File: src/rtl/cssesc_pkg.sv
// Shared types, character constants and helpers for the CSS identifier escaper.
package cssesc_pkg;

    localparam int QUEUE_DEPTH = 4;

    localparam logic [15:0] CHAR_NUL       = 16'h0000;
    localparam logic [15:0] CHAR_SPACE     = 16'h0020;
    localparam logic [15:0] CHAR_DASH      = 16'h002D;
    localparam logic [15:0] CHAR_BACKSLASH = 16'h005C;
    localparam logic [15:0] CTRL_LIMIT     = 16'h0020;
    localparam logic [15:0] CHAR_DEL       = 16'h007F;
    localparam logic [15:0] C1_LIMIT       = 16'h00A0;

    typedef struct packed {
        logic [15:0] code_unit;
        logic        first_of_ident;
        logic        last_of_ident;
    } in_item_t;

    typedef struct packed {
        logic [15:0] out_unit;
        logic        ident_failed;
        logic        last_of_run;
    } out_item_t;

    typedef enum logic [1:0] {
        CMD_PLAIN,
        CMD_BSLASH,
        CMD_HEX,
        CMD_FAIL
    } cmd_kind_t;

    typedef struct packed {
        cmd_kind_t   kind;
        logic [15:0] unit;
    } cmd_t;

    function automatic logic [15:0] hex_digit(input logic [3:0] nib);
        logic [15:0] wide;
        wide = {12'b0, nib};
        if (nib < 4'd10)
        begin
            hex_digit = 16'h0030 + wide;
        end
        else
        begin
            hex_digit = 16'h0057 + wide;
        end
    endfunction

endpackage

File: src/rtl/cssesc_front.sv
// Front end: tracks identifier position and classifies each code unit into an escape command.
module cssesc_front
(
    input  logic                 clk,
    input  logic                 rst_n,
    input  logic                 accept,
    input  cssesc_pkg::in_item_t item,
    output logic                 cmd_valid,
    output cssesc_pkg::cmd_t     cmd
);

    typedef enum logic [1:0] {
        PH_START,
        PH_DASH,
        PH_BODY
    } phase_t;

    phase_t phase_reg;
    phase_t phase_next;
    logic   aborted_reg;
    logic   aborted_next;

    phase_t      phase_eff;
    logic        aborted_eff;
    logic [15:0] ch;
    logic        is_digit;
    logic        is_plain;
    logic        is_ctrl;

    assign ch = item.code_unit;
    assign is_digit = (ch >= 16'h0030) && (ch <= 16'h0039);
    assign is_plain = is_digit || (ch == 16'h005F) || (ch == cssesc_pkg::CHAR_DASH) ||
                      ((ch >= 16'h0041) && (ch <= 16'h005A)) ||
                      ((ch >= 16'h0061) && (ch <= 16'h007A));
    assign is_ctrl = (ch < cssesc_pkg::CTRL_LIMIT) ||
                     ((ch >= cssesc_pkg::CHAR_DEL) && (ch < cssesc_pkg::C1_LIMIT));

    always_comb
    begin
        phase_eff   = item.first_of_ident ? PH_START : phase_reg;
        aborted_eff = item.first_of_ident ? 1'b0 : aborted_reg;
        phase_next  = phase_eff;
        aborted_next = aborted_eff;
        cmd_valid   = 1'b0;
        cmd.kind    = cssesc_pkg::CMD_PLAIN;
        cmd.unit    = ch;
        if (aborted_eff)
        begin
            cmd_valid = 1'b0;
        end
        else if ((phase_eff == PH_START) && (ch == cssesc_pkg::CHAR_DASH))
        begin
            cmd_valid  = 1'b1;
            cmd.kind   = item.last_of_ident ? cssesc_pkg::CMD_BSLASH : cssesc_pkg::CMD_PLAIN;
            phase_next = PH_DASH;
        end
        else if (((phase_eff == PH_START) || (phase_eff == PH_DASH)) && is_digit)
        begin
            cmd_valid  = 1'b1;
            cmd.kind   = cssesc_pkg::CMD_HEX;
            phase_next = PH_BODY;
        end
        else
        begin
            cmd_valid  = 1'b1;
            phase_next = PH_BODY;
            if (ch == cssesc_pkg::CHAR_NUL)
            begin
                cmd.kind     = cssesc_pkg::CMD_FAIL;
                aborted_next = 1'b1;
            end
            else if (is_ctrl)
            begin
                cmd.kind = cssesc_pkg::CMD_HEX;
            end
            else if ((ch < cssesc_pkg::CHAR_DEL) && !is_plain)
            begin
                cmd.kind = cssesc_pkg::CMD_BSLASH;
            end
            else
            begin
                cmd.kind = cssesc_pkg::CMD_PLAIN;
            end
        end
        if (item.last_of_ident)
        begin
            phase_next   = PH_START;
            aborted_next = 1'b0;
        end
    end

    always_ff @(posedge clk or negedge rst_n)
    begin
        if (!rst_n)
        begin
            phase_reg   <= PH_START;
            aborted_reg <= 1'b0;
        end
        else if (accept)
        begin
            phase_reg   <= phase_next;
            aborted_reg <= aborted_next;
        end
    end

    assert property (@(posedge clk) disable iff (!rst_n)
        aborted_reg |-> (phase_reg == PH_BODY))
        else $error("Aborted identifier is not in the body phase.");

endmodule

File: src/rtl/cssesc_cmd_queue.sv
// Short command queue between the classifier and the escape sequencer.
module cssesc_cmd_queue
#(
    parameter int DEPTH = cssesc_pkg::QUEUE_DEPTH
)
(
    input  logic             clk,
    input  logic             rst_n,
    input  logic             wr_en,
    input  cssesc_pkg::cmd_t wr_data,
    input  logic             rd_en,
    output cssesc_pkg::cmd_t rd_data,
    output logic             full,
    output logic             empty
);

    localparam int AW = (DEPTH > 1) ? $clog2(DEPTH) : 1;
    localparam int CW = $clog2(DEPTH + 1);
    localparam logic [AW-1:0] LAST_PTR = AW'(DEPTH - 1);
    localparam logic [CW-1:0] DEPTH_CNT = CW'(DEPTH);

    cssesc_pkg::cmd_t slot_reg [DEPTH];
    logic [AW-1:0] wr_ptr_reg;
    logic [AW-1:0] rd_ptr_reg;
    logic [CW-1:0] count_reg;
    logic          do_wr;
    logic          do_rd;

    assign full    = (count_reg == DEPTH_CNT);
    assign empty   = (count_reg == '0);
    assign do_wr   = wr_en && !full;
    assign do_rd   = rd_en && !empty;
    assign rd_data = slot_reg[rd_ptr_reg];

    always_ff @(posedge clk)
    begin
        if (do_wr)
        begin
            slot_reg[wr_ptr_reg] <= wr_data;
        end
    end

    always_ff @(posedge clk or negedge rst_n)
    begin
        if (!rst_n)
        begin
            wr_ptr_reg <= '0;
            rd_ptr_reg <= '0;
            count_reg  <= '0;
        end
        else
        begin
            if (do_wr)
            begin
                wr_ptr_reg <= (wr_ptr_reg == LAST_PTR) ? '0 : wr_ptr_reg + 1'b1;
            end
            if (do_rd)
            begin
                rd_ptr_reg <= (rd_ptr_reg == LAST_PTR) ? '0 : rd_ptr_reg + 1'b1;
            end
            if (do_wr && !do_rd)
            begin
                count_reg <= count_reg + 1'b1;
            end
            else if (do_rd && !do_wr)
            begin
                count_reg <= count_reg - 1'b1;
            end
        end
    end

    assert property (@(posedge clk) disable iff (!rst_n)
        count_reg <= DEPTH_CNT)
        else $error("Command queue count exceeds its depth.");

    assert property (@(posedge clk) disable iff (!rst_n)
        (do_wr && !do_rd) |=> (count_reg == $past(count_reg) + 1'b1))
        else $error("Command queue lost a write.");

endmodule

File: src/rtl/cssesc_back.sv
// Back end: expands each command into escaped code units behind an output register.
module cssesc_back
(
    input  logic                  clk,
    input  logic                  rst_n,
    input  cssesc_pkg::cmd_t      head,
    input  logic                  head_valid,
    output logic                  head_done,
    input  logic                  pop,
    output logic                  empty,
    output cssesc_pkg::out_item_t result
);

    logic [1:0]            step_reg;
    logic [1:0]            step_next;
    logic                  out_valid_reg;
    cssesc_pkg::out_item_t result_reg;
    cssesc_pkg::out_item_t res;
    logic                  load;
    logic                  two_digit;
    logic [15:0]           hi_char;
    logic [15:0]           lo_char;

    assign two_digit = (head.unit[7:4] != 4'd0);
    assign hi_char   = cssesc_pkg::hex_digit(head.unit[7:4]);
    assign lo_char   = cssesc_pkg::hex_digit(head.unit[3:0]);

    always_comb
    begin
        res.out_unit     = head.unit;
        res.ident_failed = 1'b0;
        res.last_of_run  = 1'b0;
        case (head.kind)
            cssesc_pkg::CMD_PLAIN:
            begin
                res.last_of_run = 1'b1;
            end
            cssesc_pkg::CMD_BSLASH:
            begin
                if (step_reg == 2'd0)
                begin
                    res.out_unit = cssesc_pkg::CHAR_BACKSLASH;
                end
                else
                begin
                    res.last_of_run = 1'b1;
                end
            end
            cssesc_pkg::CMD_FAIL:
            begin
                res.out_unit     = cssesc_pkg::CHAR_NUL;
                res.ident_failed = 1'b1;
                res.last_of_run  = 1'b1;
            end
            cssesc_pkg::CMD_HEX:
            begin
                case (step_reg)
                    2'd0:
                    begin
                        res.out_unit = cssesc_pkg::CHAR_BACKSLASH;
                    end
                    2'd1:
                    begin
                        res.out_unit = two_digit ? hi_char : lo_char;
                    end
                    2'd2:
                    begin
                        res.out_unit    = two_digit ? lo_char : cssesc_pkg::CHAR_SPACE;
                        res.last_of_run = !two_digit;
                    end
                    default:
                    begin
                        res.out_unit    = cssesc_pkg::CHAR_SPACE;
                        res.last_of_run = 1'b1;
                    end
                endcase
            end
            default:
            begin
                res.last_of_run = 1'b1;
            end
        endcase
    end

    assign load      = head_valid && (!out_valid_reg || pop);
    assign head_done = load && res.last_of_run;
    assign step_next = res.last_of_run ? 2'd0 : step_reg + 2'd1;
    assign empty     = !out_valid_reg;
    assign result    = result_reg;

    always_ff @(posedge clk)
    begin
        if (load)
        begin
            result_reg <= res;
        end
    end

    always_ff @(posedge clk or negedge rst_n)
    begin
        if (!rst_n)
        begin
            step_reg      <= 2'd0;
            out_valid_reg <= 1'b0;
        end
        else
        begin
            if (load)
            begin
                step_reg      <= step_next;
                out_valid_reg <= 1'b1;
            end
            else if (pop)
            begin
                out_valid_reg <= 1'b0;
            end
        end
    end

    assert property (@(posedge clk) disable iff (!rst_n)
        (step_reg != 2'd0) |-> head_valid)
        else $error("Command left the queue in the middle of its expansion.");

    assert property (@(posedge clk) disable iff (!rst_n)
        (out_valid_reg && result_reg.ident_failed) |->
            (result_reg.last_of_run && (result_reg.out_unit == cssesc_pkg::CHAR_NUL)))
        else $error("Failure marker is malformed.");

endmodule

File: src/rtl/css_identifier_escaper_core.sv
// Top level of the CSS identifier escaper.
// The block takes one UTF-16 code unit per transaction on its input queue interface and emits
// the escaped identifier one code unit per transaction on its result queue interface. A unit
// that passes through or needs only a backslash costs one or two results, a hex escape
// three or four, a failure marker one, and a unit dropped after a NUL none. The input side
// accepts one unit per cycle as long as the command queue between the classifier and the escape
// sequencer has room; sustained throughput is set by the sequencer, which emits one result per
// cycle while results are popped, so plain text streams at one unit per cycle and multi-unit
// escapes slow the input only once the queue of QUEUE_DEPTH commands has filled. last_of_run
// marks the final result of each input unit, and ident_failed marks the failure marker.
module css_identifier_escaper_core
#(
    parameter int QUEUE_DEPTH = cssesc_pkg::QUEUE_DEPTH
)
(
    input  logic                  clk,
    input  logic                  rst_n,
    input  logic                  push,
    output logic                  full,
    input  cssesc_pkg::in_item_t  item,
    output logic                  empty,
    input  logic                  pop,
    output cssesc_pkg::out_item_t result
);

    logic             accept;
    logic             cmd_valid;
    cssesc_pkg::cmd_t cmd;
    cssesc_pkg::cmd_t head;
    logic             q_empty;
    logic             head_done;

    assign accept = push && !full;

    cssesc_front u_front
    (
        .clk       (clk),
        .rst_n     (rst_n),
        .accept    (accept),
        .item      (item),
        .cmd_valid (cmd_valid),
        .cmd       (cmd)
    );

    cssesc_cmd_queue
    #(
        .DEPTH (QUEUE_DEPTH)
    )
    u_queue
    (
        .clk     (clk),
        .rst_n   (rst_n),
        .wr_en   (accept && cmd_valid),
        .wr_data (cmd),
        .rd_en   (head_done),
        .rd_data (head),
        .full    (full),
        .empty   (q_empty)
    );

    cssesc_back u_back
    (
        .clk        (clk),
        .rst_n      (rst_n),
        .head       (head),
        .head_valid (!q_empty),
        .head_done  (head_done),
        .pop        (pop),
        .empty      (empty),
        .result     (result)
    );

endmodule

File: config.mk
export PLATFORM = sky130hd
export DESIGN_NAME = css_identifier_escaper_core
export DESIGN_NICKNAME = d
export VERILOG_FILES = /design/src/rtl/cssesc_pkg.sv /design/src/rtl/cssesc_front.sv /design/src/rtl/cssesc_cmd_queue.sv /design/src/rtl/cssesc_back.sv /design/src/rtl/css_identifier_escaper_core.sv
export SDC_FILE = /design/constraint.sdc
export NUM_CORES = 1
export LEC_CHECK = 0
export BUFFER_PORTS_ARGS = -buffer_cell sky130_fd_sc_hd__buf_2
export CAP_MARGIN = 25
export CORE_ASPECT_RATIO = 0.9
export CORE_UTILIZATION = 41
export DETAILED_ROUTE_END_ITERATION = 16
export PLACE_DENSITY = 0.57
export REMOVE_ABC_BUFFERS = 1
export SYNTH_ARGS = -nofsm -noshare
export SYNTH_HDL_FRONTEND = slang
export SYNTH_SLANG_ARGS = --single-unit
File: constraint.sdc
create_clock -name clk -period 5.9 [get_ports clk]
set_clock_uncertainty 0.15 [all_clocks]
set_input_delay 0.59 -clock clk [delete_from_list [all_inputs] [get_ports clk]]
set_output_delay 0.59 -clock clk [all_outputs]
set_load 0.005 [all_outputs]
==> metrics.cfg <==
[detailed_routing]
drtPass1Iterations=4
drcViolationCount=0
drt_wl_total_um=8750
routed_via_density=5.23
wl_per_cell_um=16.5
drt_iter0_drc=156
ant_nets=0
num_vias=2765

[clock_network]
clk_latency_ns=0.35
cts_root_buf=clkbuf_16
cts.repair.resized=0
hold_buffers=1
cts_sinks=103
tritoncts=done
htreeDepth=3
cts.path.max_buffers=2
clk_pin_slew_ns=0.06
cts_inserted_buffers=9
cts_setup_buffers=0

[synth]
netlist_top_cells_count=edfxtp_1, inv_1, nor2_1
async_reset_ff_share_pct=12.6
synth_enable_flop_cells=90
post-synth-top-count-cell=edfxtp_1
netlist_instances=324
synth-main-ff-cell=edfxtp_1
yosysTopAreaCell=edfxtp_1
seq_area_frac_synth_pct=63.6
synth_area_leaders=edfxtp_1, mux4_2, dfrtp_1
synth_cell_types=57
yosysWarnings=0
ys_ff_latch=103
avgSynthCellArea_um2=14.7
netlist_area_um2=4760
netlist.area_leader.share_pct=56.8

[die]
dieArea_um2=12000
pin_count=42
core_region_area_um2=11100
initial_core_util_pct=43.0
die_x_um=116
fp.dieH_um=104
fp-row-count=36

[layout]
fin_nets=412
drive_gt1_share_pct=22.3
multiInputGateArea_um2=1610
largest_register_ffs=72
diodes=0
nFillCells=987
ff_latch_area_um2=3030
syn_to_final_growth_pct=14.0

[run_status]
status=complete, no violations

[critical_path]
timing.critical_path.required_ns=5.98
path_common_cell=inv_1
crit_path_max_fanout=21
crit_type=register to register
cp_slowest_cell=dfrtp_1
worstPathArrival_ns=3.88
start_kind=register
cp_cell_sequence=mux4_2 > inv_1 > ha_1 > inv_1 > o31ai_4 > a41o_2 > and2_4 > inv_1 > ha_1 > inv_1 > fa_1 > mux2_2
cpPeakStageDelay_ns=0.96
setup.worst_path.end_class=register
rrSetupSlack_ns=2.10

[power_and_ir_drop]
p_int_w=0.00178
swShare_pct=34.5
ir_worst_vdd_v=0.000194
p_switching_w=0.000936
p_seq_share_pct=41.3
power.leakage_nw=1.97
clkPwrFrac_pct=20.1
pwr_density_cell_nw_per_um2=500
combPwrFrac_pct=38.5

[global_routing]
antenna_found_initial=0
first_global_vias=2773
gr-usage-all-layers_pct=16.2
grt_pass1_wl_um=14400
grt_overflow=0
grt_max_degree=22

[placed_design]
dp_slack_ns=2.06
portBuffers=41
dp_hpwl_um=6050
gp_congestion=0.824

[sta]
period_share_pct=64.4
fin_ws_ns=2.10
worst_slew_pin_slew_ns=0.958
max_slew_margin_pct=36.1
fmax_ghz=0.263
finalSetupViolCount=0
slew_viol_final=0
setup_tns_ns=0
finalCriticalPeriod_ns=3.80
hold_viol_final=0
rsz0062_at_grt=no

[job]
drv_cap=0

[hold_path]
hp-class=input pin to register

## logic make-up after synthesis
family | share of synthesized area (%)
XOR/XNOR | 0.920
multiplexers | 9.83
adder cells (fa/ha/maj) | 4.89
AND/OR/NAND/NOR | 8.96
buffers and inverters | 2.66
AO/OA/AOI/OAI | 9.12
flip-flops | 63.6
## worst max-delay path, delay by kind of cell, from the launching register on
kind                       cells  cell delay [ns]
AOI/OAI and AO/OA              2             0.54
adders and majority gates      3             0.78
buffers and inverters          4             0.35
muxes                          2             0.73
and+or+nand+nor                1             0.16
DFF                            1             0.96
## metrics by stage
step / hold slack (ns) / area [um2] / instances / power, W / utilization, %
after global placement: 0.326 / 5130 / 511 / 0.00218 / 46.3
after global routing: 0.285 / 5430 / 529 / 0.00292 / 49.0
after floorplan: 0.144 / 4720 / 317 / 0.00187 / -
after detailed placement: 0.333 / 5140 / 512 / 0.00220 / 46.4
after CTS: 0.266 / 5430 / 529 / 0.00275 / 49.0
final: 0.285 / 5430 / 529 / 0.00272 / 49.0
## cell usage in the layout, fill, tap and decap left out, drive strengths merged, types with 2 or more instances in the layout
master,n
a22oi,2
nand2,18
nor3,4
nor3b,2
mux2,4
dfrtp,13
ha,17
a211oi,2
xor2,3
clkinv,3
o21ai,15
mux2i,4
a21oi,10
inv,27
nand4,3
clkbuf,10
o2111ai,2
and2,6
edfxtp,90
o311ai,4
o21bai,2
a21o,2
a21boi,2
nor2b,12
o221ai,3
nand3b,3
nor4,3
nor4b,2
buf,43
a31oi,3
mux4,17
nand3,3
nor2,19
xnor2,2
nand2b,2
o22ai,2
## power groups by stage
| stage | Sequential (W) | Clock [W] | Combinational [W] |
|---|---|---|---|
| 2_1_floorplan | 0.00115 | 0 | 0.000717 |
| 6_report | 0.00112 | 0.000546 | 0.00105 |
| 3_5_place_dp | 0.00114 | 0 | 0.00106 |
| 3_3_place_gp | 0.00114 | 0 | 0.00104 |
| 4_1_cts | 0.00113 | 0.000564 | 0.00106 |
| 5_1_grt | 0.00114 | 0.000595 | 0.00119 |
## layer usage
| layer | routed length, um | global-route usage (%) | vias to the layer above |
|---|---|---|---|
| li1 | - | - | 1346 |
| met1 | 4190 | 22.0 | 1346 |
| met2 | 4020 | 24.2 | 68 |
| met3 | 470 | 5.59 | 5 |
| met4 | 74 | 5.29 | 0 |
| met5 | 0 | 0 | - |
## worst paths after layout
| path | start | endpoint | cells past startpoint |
|---|---|---|---|
| worst max-delay path | u_queue.rd_ptr_reg[1] | u_queue.count_reg[1] | 12 |
| worst min-delay path | pop | u_back.out_valid_reg | 2 |
| worst max register to register | u_queue.rd_ptr_reg[1] | u_queue.count_reg[1] | 12 |
| worst min register to register | u_queue.count_reg[2] | u_queue.count_reg[2] | 1 |
| max in group asynchronous | rst_n | u_queue.rd_ptr_reg[0] | 2 |
| min in group asynchronous | rst_n | u_queue.wr_ptr_reg[0] | 2 |
## final cells by class
cell class | instances | area share, %
clock buffers | 10 | 4.22
clock inverters | 6 | 0.784
inverters | 24 | 1.66
multi-input cells | 190 | 29.7
flip-flops and latches | 103 | 55.8
well taps | 152 | 3.50
repair buffers | 44 | 4.38
No activity file was read; power rests on OpenSTA's default activity.
